## src/sv/assert_macros.svh

```systemverilog
// Assertion helpers shared by the RTL files.
// Every property is clocked on the rising edge and is disabled while reset is low.
`ifndef ASSERT_MACROS_SVH
`define ASSERT_MACROS_SVH
`ifndef SYNTHESIS
`define ASSERT_PROP(lbl, clk, rst_n, prop, msg) \
  lbl: assert property (@(posedge clk) disable iff (!rst_n) (prop)) else $error(msg);
`define ASSERT_NEVER(lbl, clk, rst_n, cond, msg) \
  lbl: assert property (@(posedge clk) disable iff (!rst_n) !(cond)) else $error(msg);
`else
`define ASSERT_PROP(lbl, clk, rst_n, prop, msg)
`define ASSERT_NEVER(lbl, clk, rst_n, cond, msg)
`endif
`endif

```

## src/sv/utf8v_pkg.sv

```systemverilog
package utf8v_pkg;

  // Defaults for the top-level parameters.
  localparam int DEF_MAX_KEEP    = 64;
  localparam int DEF_OFFSET_BITS = 16;

  // Width of the keep_chars register and its value after reset.
  localparam int             KEEP_W     = 7;
  localparam logic [KEEP_W-1:0] KEEP_RESET = 7'd64;

  // Width of the offset and count fields of a result.
  localparam int OUT_W = 16;

  // Number of finished strings that can wait between front and back.
  localparam int QUEUE_DEPTH = 2;

  // Result status codes.
  typedef enum logic [1:0] {
    ST_OK        = 2'd0,
    ST_MALFORMED = 2'd1,
    ST_TOO_LONG  = 2'd2
  } status_e;

  // Where the kept tail offset of a result comes from.
  typedef enum logic [1:0] {
    KM_BYTES = 2'd0,  // nothing kept: total byte length
    KM_ZERO  = 2'd1,  // string no longer than the kept tail
    KM_RING  = 2'd2   // start offset read from the ring
  } keep_mode_e;

  // Summary of one finished string as it travels from front to back.
  typedef struct packed {
    status_e           status;
    keep_mode_e        mode;
    logic [OUT_W-1:0]  char_total;
    logic [OUT_W-1:0]  byte_total;
    logic [OUT_W-1:0]  ring_start;
  } job_t;

endpackage

```

## src/sv/utf8v_front.sv

```systemverilog
`include "assert_macros.svh"

module utf8v_front #(
  parameter int MAX_KEEP    = 64,
  parameter int OFFSET_BITS = 16
) (
  input  logic                            clk_i,
  input  logic                            rst_ni,
  input  logic                            cfg_valid_i,
  input  logic [utf8v_pkg::KEEP_W-1:0]    cfg_data_i,
  input  logic                            in_valid_i,
  output logic                            in_ready_o,
  input  logic                            has_byte_i,
  input  logic [7:0]                      data_byte_i,
  input  logic                            end_of_text_i,
  output logic                            job_valid_o,
  input  logic                            job_ready_i,
  output utf8v_pkg::job_t                 job_o
);
  import utf8v_pkg::*;

  localparam int IW   = (MAX_KEEP > 1) ? $clog2(MAX_KEEP) : 1;
  localparam int KW   = $clog2(MAX_KEEP + 1);
  localparam int KCW  = (KW > KEEP_W) ? KW : KEEP_W;
  localparam int CMPW = (OFFSET_BITS > KW) ? OFFSET_BITS : KW;
  localparam int SW   = IW + 1;
  localparam logic [OFFSET_BITS-1:0] OFFSET_LIMIT = '1;
  localparam logic [IW-1:0]          LAST_SLOT    = IW'(MAX_KEEP - 1);

  // Byte classes and the bounds of strict UTF-8.
  localparam logic [7:0] ASCII_TOP = 8'h80;
  localparam logic [7:0] MASK_2B   = 8'he0;
  localparam logic [7:0] LEAD_2B   = 8'hc0;
  localparam logic [7:0] MASK_3B   = 8'hf0;
  localparam logic [7:0] LEAD_3B   = 8'he0;
  localparam logic [7:0] MASK_4B   = 8'hf8;
  localparam logic [7:0] LEAD_4B   = 8'hf0;
  localparam logic [7:0] MIN_2B    = 8'hc2;
  localparam logic [7:0] MAX_4B    = 8'hf4;
  localparam logic [7:0] CONT_MASK = 8'hc0;
  localparam logic [7:0] CONT_TAG  = 8'h80;
  localparam logic [7:0] LEAD_E0   = 8'he0;
  localparam logic [7:0] LEAD_ED   = 8'hed;
  localparam logic [7:0] LEAD_F0   = 8'hf0;
  localparam logic [7:0] LEAD_F4   = 8'hf4;
  localparam logic [7:0] SEC_A0    = 8'ha0;
  localparam logic [7:0] SEC_90    = 8'h90;

  logic [KEEP_W-1:0]      keep_q, keep_d;
  logic [1:0]             pend_q, pend_d;
  logic [7:0]             lead_q, lead_d;
  logic                   second_q, second_d;
  logic                   bad_q, bad_d;
  logic                   long_q, long_d;
  logic [OFFSET_BITS-1:0] offs_q, offs_d;
  logic [OFFSET_BITS-1:0] count_q, count_d;
  logic [IW-1:0]          ptr_q, ptr_d;
  logic                   job_valid_q, job_valid_d;
  job_t                   job_q, job_d;
  logic [OFFSET_BITS-1:0] rd_q;

  logic [OFFSET_BITS-1:0] ring_mem [MAX_KEEP];

  logic                   accept;
  logic                   take;
  logic                   last;
  logic                   ring_we;
  logic [KW-1:0]          keep_eff;
  logic [KCW-1:0]         keep_ext;
  logic [SW-1:0]          rd_diff;
  logic [IW-1:0]          rd_addr;
  status_e                status_n;
  keep_mode_e             mode_n;

  assign in_ready_o = !job_valid_q || job_ready_i;
  assign accept     = in_valid_i && in_ready_o;
  assign take       = accept && has_byte_i;
  assign last       = accept && end_of_text_i;

  // Tail length clamped to the ring depth.
  assign keep_ext = KCW'(keep_q);
  assign keep_eff = (keep_ext > KCW'(MAX_KEEP)) ? KW'(MAX_KEEP) : KW'(keep_ext);

  // Decoder: at most one byte per transfer, plus the string summary on the final transfer.
  always_comb begin
    keep_d      = keep_q;
    pend_d      = pend_q;
    lead_d      = lead_q;
    second_d    = second_q;
    bad_d       = bad_q;
    long_d      = long_q;
    offs_d      = offs_q;
    count_d     = count_q;
    ptr_d       = ptr_q;
    job_valid_d = job_valid_q;
    job_d       = job_q;
    ring_we     = 1'b0;

    if (cfg_valid_i) begin
      keep_d = cfg_data_i;
    end

    if (take) begin
      if (offs_q == OFFSET_LIMIT) begin
        long_d = 1'b1;
      end else begin
        if (!bad_q) begin
          if (pend_q == 2'd0) begin
            // A new character starts here.
            ring_we = 1'b1;
            ptr_d   = (ptr_q == LAST_SLOT) ? '0 : ptr_q + 1'b1;
            count_d = count_q + 1'b1;
            if (data_byte_i < ASCII_TOP) begin
              pend_d = 2'd0;
            end else if ((data_byte_i & MASK_2B) == LEAD_2B) begin
              if (data_byte_i < MIN_2B) begin
                bad_d = 1'b1;
              end else begin
                pend_d   = 2'd1;
                lead_d   = data_byte_i;
                second_d = 1'b1;
              end
            end else if ((data_byte_i & MASK_3B) == LEAD_3B) begin
              pend_d   = 2'd2;
              lead_d   = data_byte_i;
              second_d = 1'b1;
            end else if ((data_byte_i & MASK_4B) == LEAD_4B) begin
              if (data_byte_i > MAX_4B) begin
                bad_d = 1'b1;
              end else begin
                pend_d   = 2'd3;
                lead_d   = data_byte_i;
                second_d = 1'b1;
              end
            end else begin
              bad_d = 1'b1;
            end
          end else begin
            // Continuation byte; the second byte also rules out overlong
            // forms, surrogates and code points above the Unicode range.
            if ((data_byte_i & CONT_MASK) != CONT_TAG) begin
              bad_d = 1'b1;
            end else if (second_q && ((lead_q == LEAD_E0 && data_byte_i < SEC_A0) ||
                                      (lead_q == LEAD_ED && data_byte_i >= SEC_A0) ||
                                      (lead_q == LEAD_F0 && data_byte_i < SEC_90) ||
                                      (lead_q == LEAD_F4 && data_byte_i >= SEC_90))) begin
              bad_d = 1'b1;
            end else begin
              second_d = 1'b0;
              pend_d   = pend_q - 1'b1;
            end
          end
        end
        offs_d = offs_q + 1'b1;
      end
    end

    // Status and tail source of the string as it stands after this byte.
    if (long_d) begin
      status_n = ST_TOO_LONG;
    end else if (bad_d || (pend_d != 2'd0)) begin
      status_n = ST_MALFORMED;
    end else begin
      status_n = ST_OK;
    end
    if (keep_eff == '0) begin
      mode_n = KM_BYTES;
    end else if (CMPW'(count_d) <= CMPW'(keep_eff)) begin
      mode_n = KM_ZERO;
    end else begin
      mode_n = KM_RING;
    end

    // Ring slot of the first kept character: (ptr - keep) modulo the depth.
    rd_diff = SW'(ptr_d) + SW'(MAX_KEEP) - SW'(keep_eff);
    if (rd_diff >= SW'(MAX_KEEP)) begin
      rd_diff = rd_diff - SW'(MAX_KEEP);
    end
    rd_addr = IW'(rd_diff);

    if (job_ready_i) begin
      job_valid_d = 1'b0;
    end
    if (last) begin
      job_valid_d      = 1'b1;
      job_d.status     = status_n;
      job_d.mode       = mode_n;
      job_d.char_total = OUT_W'(count_d);
      job_d.byte_total = OUT_W'(offs_d);
      job_d.ring_start = '0;
      // The next string starts from a clean state.
      pend_d   = 2'd0;
      lead_d   = '0;
      second_d = 1'b0;
      bad_d    = 1'b0;
      long_d   = 1'b0;
      offs_d   = '0;
      count_d  = '0;
      ptr_d    = '0;
    end
  end

  // Control and decoder state.
  always_ff @(posedge clk_i or negedge rst_ni) begin
    if (!rst_ni) begin
      keep_q      <= KEEP_RESET;
      pend_q      <= 2'd0;
      lead_q      <= '0;
      second_q    <= 1'b0;
      bad_q       <= 1'b0;
      long_q      <= 1'b0;
      offs_q      <= '0;
      count_q     <= '0;
      ptr_q       <= '0;
      job_valid_q <= 1'b0;
    end else begin
      keep_q      <= keep_d;
      pend_q      <= pend_d;
      lead_q      <= lead_d;
      second_q    <= second_d;
      bad_q       <= bad_d;
      long_q      <= long_d;
      offs_q      <= offs_d;
      count_q     <= count_d;
      ptr_q       <= ptr_d;
      job_valid_q <= job_valid_d;
    end
  end

  // Summary payload of the finished string.
  always_ff @(posedge clk_i) begin
    job_q <= job_d;
  end

  // Ring of character start offsets, with the read taken on the final transfer.
  // A read of the slot written in the same cycle takes the new offset.
  always_ff @(posedge clk_i) begin
    if (ring_we) begin
      ring_mem[ptr_q] <= offs_q;
    end
    if (last) begin
      rd_q <= (ring_we && (ptr_q == rd_addr)) ? offs_q : ring_mem[rd_addr];
    end
  end

  always_comb begin
    job_o            = job_q;
    job_o.ring_start = OUT_W'(rd_q);
  end

  assign job_valid_o = job_valid_q;

  // An open second-byte check always has continuation bytes still due.
  `ASSERT_PROP(a_second_pending, clk_i, rst_ni, second_q |-> (pend_q != 2'd0),
               "second byte expected with no byte pending")
  // After a malformed byte no further character is opened in the string.
  `ASSERT_PROP(a_bad_freezes_ring, clk_i, rst_ni, bad_q && !last |=> $stable(ptr_q),
               "ring pointer moved after a malformed byte")

endmodule

```

## src/sv/utf8v_queue.sv

```systemverilog
`include "assert_macros.svh"

module utf8v_queue (
  input  logic            clk_i,
  input  logic            rst_ni,
  input  logic            push_valid_i,
  output logic            push_ready_o,
  input  utf8v_pkg::job_t push_data_i,
  output logic            pop_valid_o,
  input  logic            pop_ready_i,
  output utf8v_pkg::job_t pop_data_o
);
  import utf8v_pkg::*;

  localparam int PW = (QUEUE_DEPTH > 1) ? $clog2(QUEUE_DEPTH) : 1;
  localparam int CW = $clog2(QUEUE_DEPTH + 1);
  localparam logic [PW-1:0] LAST_ENTRY = PW'(QUEUE_DEPTH - 1);

  job_t          entry_q [QUEUE_DEPTH];
  logic [PW-1:0] wr_ptr_q, wr_ptr_d;
  logic [PW-1:0] rd_ptr_q, rd_ptr_d;
  logic [CW-1:0] count_q, count_d;
  logic          push;
  logic          pop;

  assign push_ready_o = (count_q != CW'(QUEUE_DEPTH));
  assign pop_valid_o  = (count_q != '0);
  assign push         = push_valid_i && push_ready_o;
  assign pop          = pop_valid_o && pop_ready_i;
  assign pop_data_o   = entry_q[rd_ptr_q];

  // Pointer and fill count update.
  always_comb begin
    wr_ptr_d = wr_ptr_q;
    rd_ptr_d = rd_ptr_q;
    count_d  = count_q;
    if (push) begin
      wr_ptr_d = (wr_ptr_q == LAST_ENTRY) ? '0 : wr_ptr_q + 1'b1;
    end
    if (pop) begin
      rd_ptr_d = (rd_ptr_q == LAST_ENTRY) ? '0 : rd_ptr_q + 1'b1;
    end
    if (push && !pop) begin
      count_d = count_q + 1'b1;
    end else if (pop && !push) begin
      count_d = count_q - 1'b1;
    end
  end

  always_ff @(posedge clk_i or negedge rst_ni) begin
    if (!rst_ni) begin
      wr_ptr_q <= '0;
      rd_ptr_q <= '0;
      count_q  <= '0;
    end else begin
      wr_ptr_q <= wr_ptr_d;
      rd_ptr_q <= rd_ptr_d;
      count_q  <= count_d;
    end
  end

  // Entry storage.
  always_ff @(posedge clk_i) begin
    if (push) begin
      entry_q[wr_ptr_q] <= push_data_i;
    end
  end

  // The fill count never passes the depth.
  `ASSERT_PROP(a_count_range, clk_i, rst_ni, 1'b1 |-> (count_q <= CW'(QUEUE_DEPTH)),
               "queue fill count beyond its depth")

endmodule

```

## src/sv/utf8v_back.sv

```systemverilog
`include "assert_macros.svh"

module utf8v_back (
  input  logic                        clk_i,
  input  logic                        rst_ni,
  input  logic                        in_valid_i,
  output logic                        in_ready_o,
  input  utf8v_pkg::job_t             job_i,
  output logic                        out_valid_o,
  input  logic                        out_ready_i,
  output utf8v_pkg::status_e          status_o,
  output logic [utf8v_pkg::OUT_W-1:0] keep_from_o,
  output logic [utf8v_pkg::OUT_W-1:0] char_total_o
);
  import utf8v_pkg::*;

  logic             out_valid_q, out_valid_d;
  status_e          status_q;
  logic [OUT_W-1:0] keep_from_q, keep_from_d;
  logic [OUT_W-1:0] char_total_q, char_total_d;
  logic             load;

  assign in_ready_o = !out_valid_q || out_ready_i;
  assign load       = in_valid_i && in_ready_o;

  // Result fields; a failed string reports zero offset and count.
  always_comb begin
    keep_from_d  = '0;
    char_total_d = '0;
    if (job_i.status == ST_OK) begin
      char_total_d = job_i.char_total;
      case (job_i.mode)
        KM_BYTES: keep_from_d = job_i.byte_total;
        KM_ZERO:  keep_from_d = '0;
        KM_RING:  keep_from_d = job_i.ring_start;
        default:  keep_from_d = '0;
      endcase
    end
  end

  always_comb begin
    out_valid_d = out_valid_q;
    if (out_ready_i) begin
      out_valid_d = 1'b0;
    end
    if (load) begin
      out_valid_d = 1'b1;
    end
  end

  always_ff @(posedge clk_i or negedge rst_ni) begin
    if (!rst_ni) begin
      out_valid_q <= 1'b0;
    end else begin
      out_valid_q <= out_valid_d;
    end
  end

  // Output payload register.
  always_ff @(posedge clk_i) begin
    if (load) begin
      status_q     <= job_i.status;
      keep_from_q  <= keep_from_d;
      char_total_q <= char_total_d;
    end
  end

  assign out_valid_o  = out_valid_q;
  assign status_o     = status_q;
  assign keep_from_o  = keep_from_q;
  assign char_total_o = char_total_q;

  // A result that failed the check carries no offset and no count.
  `ASSERT_PROP(a_fail_zero, clk_i, rst_ni,
               out_valid_q && (status_q != ST_OK) |-> (keep_from_q == '0) && (char_total_q == '0),
               "failed result with nonzero fields")

endmodule

```

## src/sv/utf8_validate_tail_chars.sv

```systemverilog
// Input: one byte per cycle while s_axis_tready is high; decoder and ring are updated together.
// Path: summary register, then queue, then the output register that drives m_axis_tvalid.
// Results drain at one per cycle while m_axis_tready is high; a full queue with a summary
// waiting holds off input transfers.
// Reset: asynchronous, active low; keep_chars returns to 64, string state clears, no clearing pass.

module utf8_validate_tail_chars #(
  parameter int MAX_KEEP    = utf8v_pkg::DEF_MAX_KEEP,
  parameter int OFFSET_BITS = utf8v_pkg::DEF_OFFSET_BITS
) (
  input  logic                         clk_i,
  input  logic                         rst_ni,
  // Configuration write: keep_chars.
  input  logic                         cfg_valid_i,
  output logic                         cfg_ready_o,
  input  logic [utf8v_pkg::KEEP_W-1:0] cfg_data_i,
  // Byte stream in.
  input  logic                         s_axis_tvalid,
  output logic                         s_axis_tready,
  input  logic [7:0]                   s_axis_tdata,   // [7:0] data_byte
  input  logic [0:0]                   s_axis_tuser,   // [0] has_byte
  input  logic                         s_axis_tlast,   // end_of_text
  // Results out.
  output logic                         m_axis_tvalid,
  input  logic                         m_axis_tready,
  output logic [31:0]                  m_axis_tdata,   // [15:0] keep_from, [31:16] char_total
  output logic [1:0]                   m_axis_tuser    // [1:0] status
);
  import utf8v_pkg::*;

  job_t             front_job;
  logic             front_valid;
  logic             queue_ready;
  job_t             queue_job;
  logic             queue_valid;
  logic             back_ready;
  status_e          status;
  logic [OUT_W-1:0] keep_from;
  logic [OUT_W-1:0] char_total;

  assign cfg_ready_o = 1'b1;

  // Decoder, ring and string summary.
  utf8v_front #(
    .MAX_KEEP    (MAX_KEEP),
    .OFFSET_BITS (OFFSET_BITS)
  ) u_front (
    .clk_i         (clk_i),
    .rst_ni        (rst_ni),
    .cfg_valid_i   (cfg_valid_i),
    .cfg_data_i    (cfg_data_i),
    .in_valid_i    (s_axis_tvalid),
    .in_ready_o    (s_axis_tready),
    .has_byte_i    (s_axis_tuser[0]),
    .data_byte_i   (s_axis_tdata),
    .end_of_text_i (s_axis_tlast),
    .job_valid_o   (front_valid),
    .job_ready_i   (queue_ready),
    .job_o         (front_job)
  );

  // Finished strings waiting for the result stage.
  utf8v_queue u_queue (
    .clk_i        (clk_i),
    .rst_ni       (rst_ni),
    .push_valid_i (front_valid),
    .push_ready_o (queue_ready),
    .push_data_i  (front_job),
    .pop_valid_o  (queue_valid),
    .pop_ready_i  (back_ready),
    .pop_data_o   (queue_job)
  );

  // Result forming and output register.
  utf8v_back u_back (
    .clk_i        (clk_i),
    .rst_ni       (rst_ni),
    .in_valid_i   (queue_valid),
    .in_ready_o   (back_ready),
    .job_i        (queue_job),
    .out_valid_o  (m_axis_tvalid),
    .out_ready_i  (m_axis_tready),
    .status_o     (status),
    .keep_from_o  (keep_from),
    .char_total_o (char_total)
  );

  assign m_axis_tdata = {char_total, keep_from};
  assign m_axis_tuser = status;

endmodule
```

## config.mk

```make
export PLATFORM = sky130hd
export DESIGN_NAME = utf8_validate_tail_chars
export DESIGN_NICKNAME = d
export VERILOG_FILES = /design/src/sv/utf8v_pkg.sv /design/src/sv/utf8v_front.sv /design/src/sv/utf8v_queue.sv /design/src/sv/utf8v_back.sv /design/src/sv/utf8_validate_tail_chars.sv
export VERILOG_INCLUDE_DIRS = /design/src /design/src/sv
export SDC_FILE = /design/constraint.sdc
export NUM_CORES = 1
export LEC_CHECK = 0
export ABC_AREA = 1
export BUFFER_PORTS_ARGS = -buffer_cell sky130_fd_sc_hd__buf_2
export CAP_MARGIN = 40
export CORE_MARGIN = 5
export CORE_UTILIZATION = 57
export CTS_CLUSTER_DIAMETER = 150
export DETAILED_ROUTE_END_ITERATION = 7
export PLACE_DENSITY_LB_ADDON = 0.08
export SKIP_LAST_GASP = 1
export SLEW_MARGIN = 30
export SYNTH_ARGS = -nofsm -noshare
export SYNTH_HDL_FRONTEND = slang
export SYNTH_SLANG_ARGS = --single-unit
export TNS_END_PERCENT = 30
```

## constraint.sdc

```tcl
create_clock -name clk_i -period 5.15 [get_ports clk_i]
set_input_delay 0.2575 -clock clk_i [delete_from_list [all_inputs] [get_ports clk_i]]
set_output_delay 0.2575 -clock clk_i [all_outputs]
set_load 0.02 [all_outputs]
```

After elaboration in Yosys (flattened, before gate mapping)
Memory sizes are Yosys's and may differ from the RTL's. A register that Yosys moved wholly into a read port is not among the register bits.
Index checks and enable logic that the tools add are counted.
Widths: inputs -> output; s select.
- flip-flop bits (word level): 134
- RAM bits: 1128
- input bits: 22
- output and inout port bits: 37
- word-level logic and storage cells: 191
- memories kept: 2
- memory list (memory ; words ; bits a word ; read ports ; clocked after memory_dff ; write ports ; RTL line ; source):
    u_front.ring_mem ; 64 ; 16 ; 1 ; 1 ; 1 ; utf8v_front.sv:62 ; logic [OFFSET_BITS-1:0] ring_mem [MAX_KEEP];
    u_queue.entry_q ; 2 ; 52 ; 1 ; 0 ; 1 ; utf8v_queue.sv:19 ; job_t entry_q [QUEUE_DEPTH];
- $add $sub $neg: 11
- magnitude comparators: 10
- equal/unequal tests: 23
- mux-type cells: 88
- reductions and logical operators: 36
- operators with widths (kind ; number):
    $mux 16 ; 8
    $mux 8 ; 11
    $mux 1 ; 44
    $mux 6 ; 7
    $add 16x1->16 const B ; 2
    $eq 8x8->1 const B ; 4
    $lt 8x8->1 const B ; 4
    $mux 2 ; 16
    $pmux 16 s2 ; 1
    $eq 16x16->1 const B ; 1
    $ge 8x8->1 const B ; 2
    $le 16x7->1 ; 1
    $reduce_bool 2->1 ; 7
    $logic_and 1x1->1 ; 12
    $ne 5x4->1 const B ; 2
    $reduce_and 9->1 ; 1
    $gt 8x8->1 const B ; 1
    $reduce_and 8->1 ; 1
    $add 6x7->7 const B ; 1
    $ge 7x7->1 const B ; 1
    $gt 7x7->1 const B ; 1
    $logic_not 7->1 ; 1
    $mux 7 ; 1
    $sub 7x7->7 ; 1
    other kinds (20) ; 37

Logic depth before layout (Yosys ltp)
- depth in word-level cells: 15
- depth in mapped cells: 28
- gate-level depth less buffers: 27

Modules after synthesis
A second synthesis with hierarchy kept.
- cells, all modules: 4359
- area, all modules: 52323.9 µm²
- modules (own cells, without submodules) (module ; instances ; cells an instance ; area an instance (µm²) ; sequential area each (µm²)):
    utf8v_front ; 1 ; 3926 ; 46717.3 ; 33788.7
    utf8v_queue ; 1 ; 300 ; 4038.9 ; 3223.1
    utf8v_back ; 1 ; 131 ; 1556.5 ; 1046.0
    utf8_validate_tail_chars ; 1 ; 2 ; 11.3 ; 0.0

Worst setup path after synthesis
OpenSTA, ideal clock, no wires.
- path type: register to register
- start: reg u_front.offs_q[0]
- end: reg u_front.rd_q[2] (read register of u_front.ring_mem), data pin
- setup time: 257 ps
- arrival time: 4548 ps
- data required time: 4893 ps
- slack: 345 ps
- cell stages (with the launch flop): 26
- buffers on the path: 4
- clock period less this slack: 4805 ps
- cell sequence: dfrtp_1 > ha_1 > nand2_1 > inv_1 > nand2_1 > nor2_1 > nand3_2 > nand2_4 > inv_4 > buf_2 > o21ai_0 > ha_1 > inv_1 > fa_1 > buf_2 > clkbuf_1 > buf_1 > nor2_1 > o21ai_0 > o211ai_1 > nand3_1 > a21oi_1 > o21ai_0 > nand2_1 > nand2_1 > nand2_1
- cells in the longest elaborated chain, start to end: 7
- elaborated cells between the ends (all ways): 8
- those cells by class: add/sub: 3; order compare: 1; eq/ne: 1; mux: 3
- RTL lines (item ; RTL line ; source):
    from (decl) ; utf8v_front.sv:55 ; logic [OFFSET_BITS-1:0] offs_q, offs_d;
    from (signal assigned) ; utf8v_front.sv:223 ; offs_q <= offs_d;
    $eq 16x16->1 * ; utf8v_front.sv:104 ; if (offs_q == OFFSET_LIMIT) begin
    $mux 6 * ; utf8v_front.sv:104 ;
    $mux 6 * ; utf8v_front.sv:103 ; if (take) begin
    $add 6x7->7 * ; utf8v_front.sv:175 ; rd_diff = SW'(ptr_d) + SW'(MAX_KEEP) - SW'(keep_eff);
    $sub 7x7->7 * ; utf8v_front.sv:175 ;
    $sub 6x1->6 / $ge 7x7->1 (equally long branches) ; utf8v_front.sv:177, utf8v_front.sv:176 ;
    $mux 6 * ; utf8v_front.sv:176 ; if (rd_diff >= SW'(MAX_KEEP)) begin
    to (decl) ; utf8v_front.sv:60 ; logic [OFFSET_BITS-1:0] rd_q;
Mark *: on every way between the ends. The rest lies on a longest branch, timed or not.
A chain may end at the register's enable or synchronous reset.

Worst setup path in the final report
- start: reg u_front.pend_q[0]
- end: reg u_front.rd_q[12] (read register of u_front.ring_mem), data pin
- cells in the longest elaborated chain, start to end: 9
- elaborated cells between the ends (all ways): 10
- those cells by class: add/sub: 3; order compare: 1; mux: 5; reduce/logical: 1
- RTL lines (item ; RTL line ; source):
    from (decl) ; utf8v_front.sv:50 ; logic [1:0] pend_q, pend_d;
    from (signal assigned) ; utf8v_front.sv:218 ; pend_q <= pend_d;
    $logic_not 2->1 * ; utf8v_front.sv:108 ; if (pend_q == 2'd0) begin
    $mux 6 * ; utf8v_front.sv:108 ;
    $mux 6 * ; utf8v_front.sv:107 ; if (!bad_q) begin
    $mux 6 * ; utf8v_front.sv:104 ;
    $mux 6 * ; utf8v_front.sv:103 ;
    $add 6x7->7 * ; utf8v_front.sv:175 ;
    $sub 7x7->7 * ; utf8v_front.sv:175 ;
    $sub 6x1->6 / $ge 7x7->1 (equally long branches) ; utf8v_front.sv:177, utf8v_front.sv:176 ;
    $mux 6 * ; utf8v_front.sv:176 ;
Marks and branches as above.

==> summary.md <==
| Metric | Value |
|---|---|
| Post-route DRC | 0 |
| Final setup skew | approximately 21 ps |
| Post-Syn Area per Cell | 12.4 um2 |
| Detail Route Antenna Nets | 0 |
| Share of layout cells above drive strength 1 | between 10% and 20% |
| Grt total ovfl | 0 |
| Num CTS Buffers | between 100 and 150 |
| Synth cell types | 49 |
| Initial antenna violation count | 2 |
| Core area | approximately 90000 um2 |
| Die Area | 96900 um2 |
| Final Cycle Share | 95.2% |
| Clk_lat worst skew | ~740 ps |
| CTS sink cnt | approximately 1300 |
| Relative slew slack | 38.9% |
| Sequential cell area | between 30000 and 40000 um2 |
| Critical Path Sink Type | register |
| HP Class | in -> reg |
| Longest Clk Path Bufs | 3 |
| H-Tree Depth | 4 |
| Filler Cells Inserted | roughly 6600 |
| # setup viols final | 0 |
| Drt pass-1 iters | 6 |
| Global-route wire length before repair | about 200000 um |
| Status | completed |
| Crit path launch type | register |
| Ys Warns | 0 |
| ANT cells | 0 |
| Ys async rst share | 5.01% |
| Dominant synthesized flop cell | edfxtp_1 |
| Nets | between 4000 and 5000 |
| Setup crit start | u_front.pend_q[0] |
| CTS tree | done |
| Leakage | about 21 nW |
| Initial Utilization | about 57% |
| Total nets after synthesis | between 4000 and 5000 |
| MaxCap Viol Count | 0 |
| IO Count | 59 |
| Vias in the first global route | about 32000 |
| # rows | 110 |
| DR vias/cell | between 6 and 7 |
| Final Total Pwr | around 37 mW |
| GP Congestion | slightly below 0.9 |
| Layout Area Growth over Synthesis | 13.8% |
| Fin crit period | between 4000 and 5000 ps |
| Worst endpoint data arrival time | about 5500 ps |
| Worst setup path endpoint | u_front.rd_q[12] |
| Max rail drop VDD | 779 uV |
| Critical R2R Launch | u_front.pend_q[0] |
| Flops & latches, synth | 1278 |
| Die width | between 300 and 400 um |
| DRT iter0 DRCs | around 4300 |
| Register-to-Register Path Depth | 23 |
| Via Count | 33900 |
| Achievable frequency | 0.204 GHz |
| WL/cell | 24.4 um |
| Mapped Cells | 4180 |
| Pwr Density | around 630 nW/um2 |
| RSZ-0062 raised after global routing | false |
| Multi-input gate area | 12300 um2 |
| Die Y | 311 um |
| Clk root buf | clkbuf_16 |
| Reg2reg setup slack | 250 ps |
| Worst Path Max Fanout | slightly below 80 |
| Synth Cell Area | between 50000 and 60000 um2 |
| Worst Path Required | about 5700 ps |
| # port buffers | 57 |
| Worst Max-Slew Pin Slew | 914 ps |
| Worst-path clk slew | ~60 ps |
| Hold Vio Cnt, Final | 0 |
| Setup Crit Path Kind | reg -> reg |
| Routed wire length | 136000 um |
| Max Slew Vio Count | 0 |
| Tot GR Track Use | 27.6% |
| Largest net degree at the start of global routing | about 140 |
| Number of synthesized flops with an enable pin | between 1000 and 1500 |
| Register area share after synthesis | 73.6% |
| Worst r2r dst | u_front.rd_q[12] |
| Post-Route Setup TNS | 0 ps |
| Post-DP HPWL | approximately 80000 um |
power by group:
part           total (mW)  switching (mW)  internal, mW
clock network        9.15            3.87          5.29
logic                15.2            10.7          4.51
registers            12.4           0.280          12.1
through the flow:
step	worst slack, ps	cells	hold slack (ps)	area (um2)	utilization, %
final	245	5585	54.6	58800	65.4
after global routing	27.8	5585	55.9	58800	65.4
after CTS	97.8	5571	12.2	58500	65.0
after detailed placement	144	5309	284	54100	60.1
after global placement	215	5301	422	53900	59.9
after floorplan	345	4180	-38.1	51700	-
critical path, stage by stage (launching register included):
cell and delay, ps:
dfrtp_1 370, inv_1 120, ha_2 250, inv_2 80, nor2_2 120, inv_2 80, nor2_8 140, nand2_4 100
inv_4 170, nand2_1 70, o21ai_1 170, ha_4 170, inv_1 80, fa_4 950, buf_12 290, buf_4 280
o21ai_0 100, o211ai_1 210, nand3_1 160, a21oi_1 400, o21ai_1 160, nand2_1 80, nand2_1 50, nand2_1 80
cells in the mapped netlist, types with 2 or more instances:
cell type / n / area, um2
inv_1: 110 / 413
and2_1: 3 / 18.8
nor2_2: 2 / 12.5
o21ai_0: 543 / 2720
nand2_1: 359 / 1350
xor2_1: 18 / 158
xnor2_1: 6 / 52.6
nand4_1: 30 / 188
dfrtp_1: 63 / 1580
buf_1: 23 / 86.3
o22ai_1: 4 / 25.0
nand3_2: 4 / 40.0
buf_4: 3 / 22.5
inv_2: 9 / 33.8
or2_2: 7 / 43.8
nor2_1: 909 / 3410
nand3_1: 225 / 1130
nand3b_1: 2 / 15.0
nand2_4: 4 / 45.0
mux2_2: 3 / 33.8
nor3_1: 15 / 75.1
nor4_1: 2 / 12.5
o21ai_1: 14 / 70.1
o211ai_1: 257 / 1930
a31oi_1: 2 / 12.5
buf_2: 73 / 365
a21oi_1: 89 / 445
edfxtp_1: 1214 / 36500
ha_1: 17 / 213
clkbuf_1: 149 / 559
buf_6: 2 / 22.5
nand2_2: 2 / 12.5
state kept, by name, summed over array words and instances (netlist names), 2 cells and up:
signal / count
u_front.ring_mem: 1024
u_queue.entry_q: 104
u_front.job_o: 36
u_back.char_total_o: 16
u_back.keep_from_o: 16
u_front.count_q: 16
u_front.offs_q: 16
u_front.rd_q: 16
u_front.lead_q: 8
u_front.keep_ext: 7
u_front.ptr_q: 6
u_back.status_o: 2
u_front.pend_q: 2
u_queue.count_q: 2
repair_timing:
action | CTS | global route
setup buffers | 0 | 0
resized for setup | 0 | 15
hold buffers | 26 | 0
endpoints found under the hold margin | 77 | 0
setup endpoints to repair | 0 | 14
placed cells by master, fill, tap and decap left out, types with 14 or more instances in the layout:
cell type         n
inv_1           108
nor2_1          900
clkbuf_1         37
nand2_1         359
dfrtp_1          47
dfrtp_2          16
buf_2            57
dlygate4sd3_1    26
a21oi_1          81
o211ai_1        257
clkinv_1         22
nand4_1          30
buf_4           115
clkbuf_16       138
ha_1             15
xor2_1           16
clkinv_2         19
nor3_1           15
edfxtp_1       1214
o21ai_0         542
nand3_1         222
o21ai_1          14
buf_12           32
cell type report:
class,count,area share [%]
Tap cell,1176,2.50
Clock inverter,56,0.793
Clock buffer,180,6.22
Multi-Input combinational cell,2530,21.0
Inverter,122,0.817
Timing Repair Buffer,243,3.98
Sequential cell,1278,64.7
logic make-up after synthesis:
kind of cell | share of synthesized area, %
adder cells (fa/ha/maj) | 0.450
AND/OR/NAND/NOR | 12.4
other | 0.00725
multiplexers | 0.0847
XOR/XNOR | 0.406
flip-flops | 73.6
buffers and inverters | 2.93
AO/OA/AOI/OAI | 10.1
metal layers:
layer	GRT usage, %	vias up	routed length, um
met2	42.9	1593	63400
met3	4.78	239	11900
met1	40.4	16700	57000
met4	9.31	2	4060
met5	0	-	12
li1	-	15300	-
worst min path at each step:
| stage | from | to | slack (ps) | cells after the start |
|---|---|---|---|---|
| floorplan | rst_ni | u_back.out_valid_o | -40 | 0 |
| global placement | u_front.job_o[50] | u_queue.entry_q[0][50] | 420 | 0 |
| detailed placement | rst_ni | u_queue.rd_ptr_q | 280 | 2 |
| CTS | s_axis_tuser | u_front.offs_q[10] | 10 | 5 |
| global route | s_axis_tuser | u_front.offs_q[10] | 60 | 5 |
| finish | s_axis_tuser | u_front.offs_q[10] | 50 | 5 |
Power figures use the tool's default switching activity.
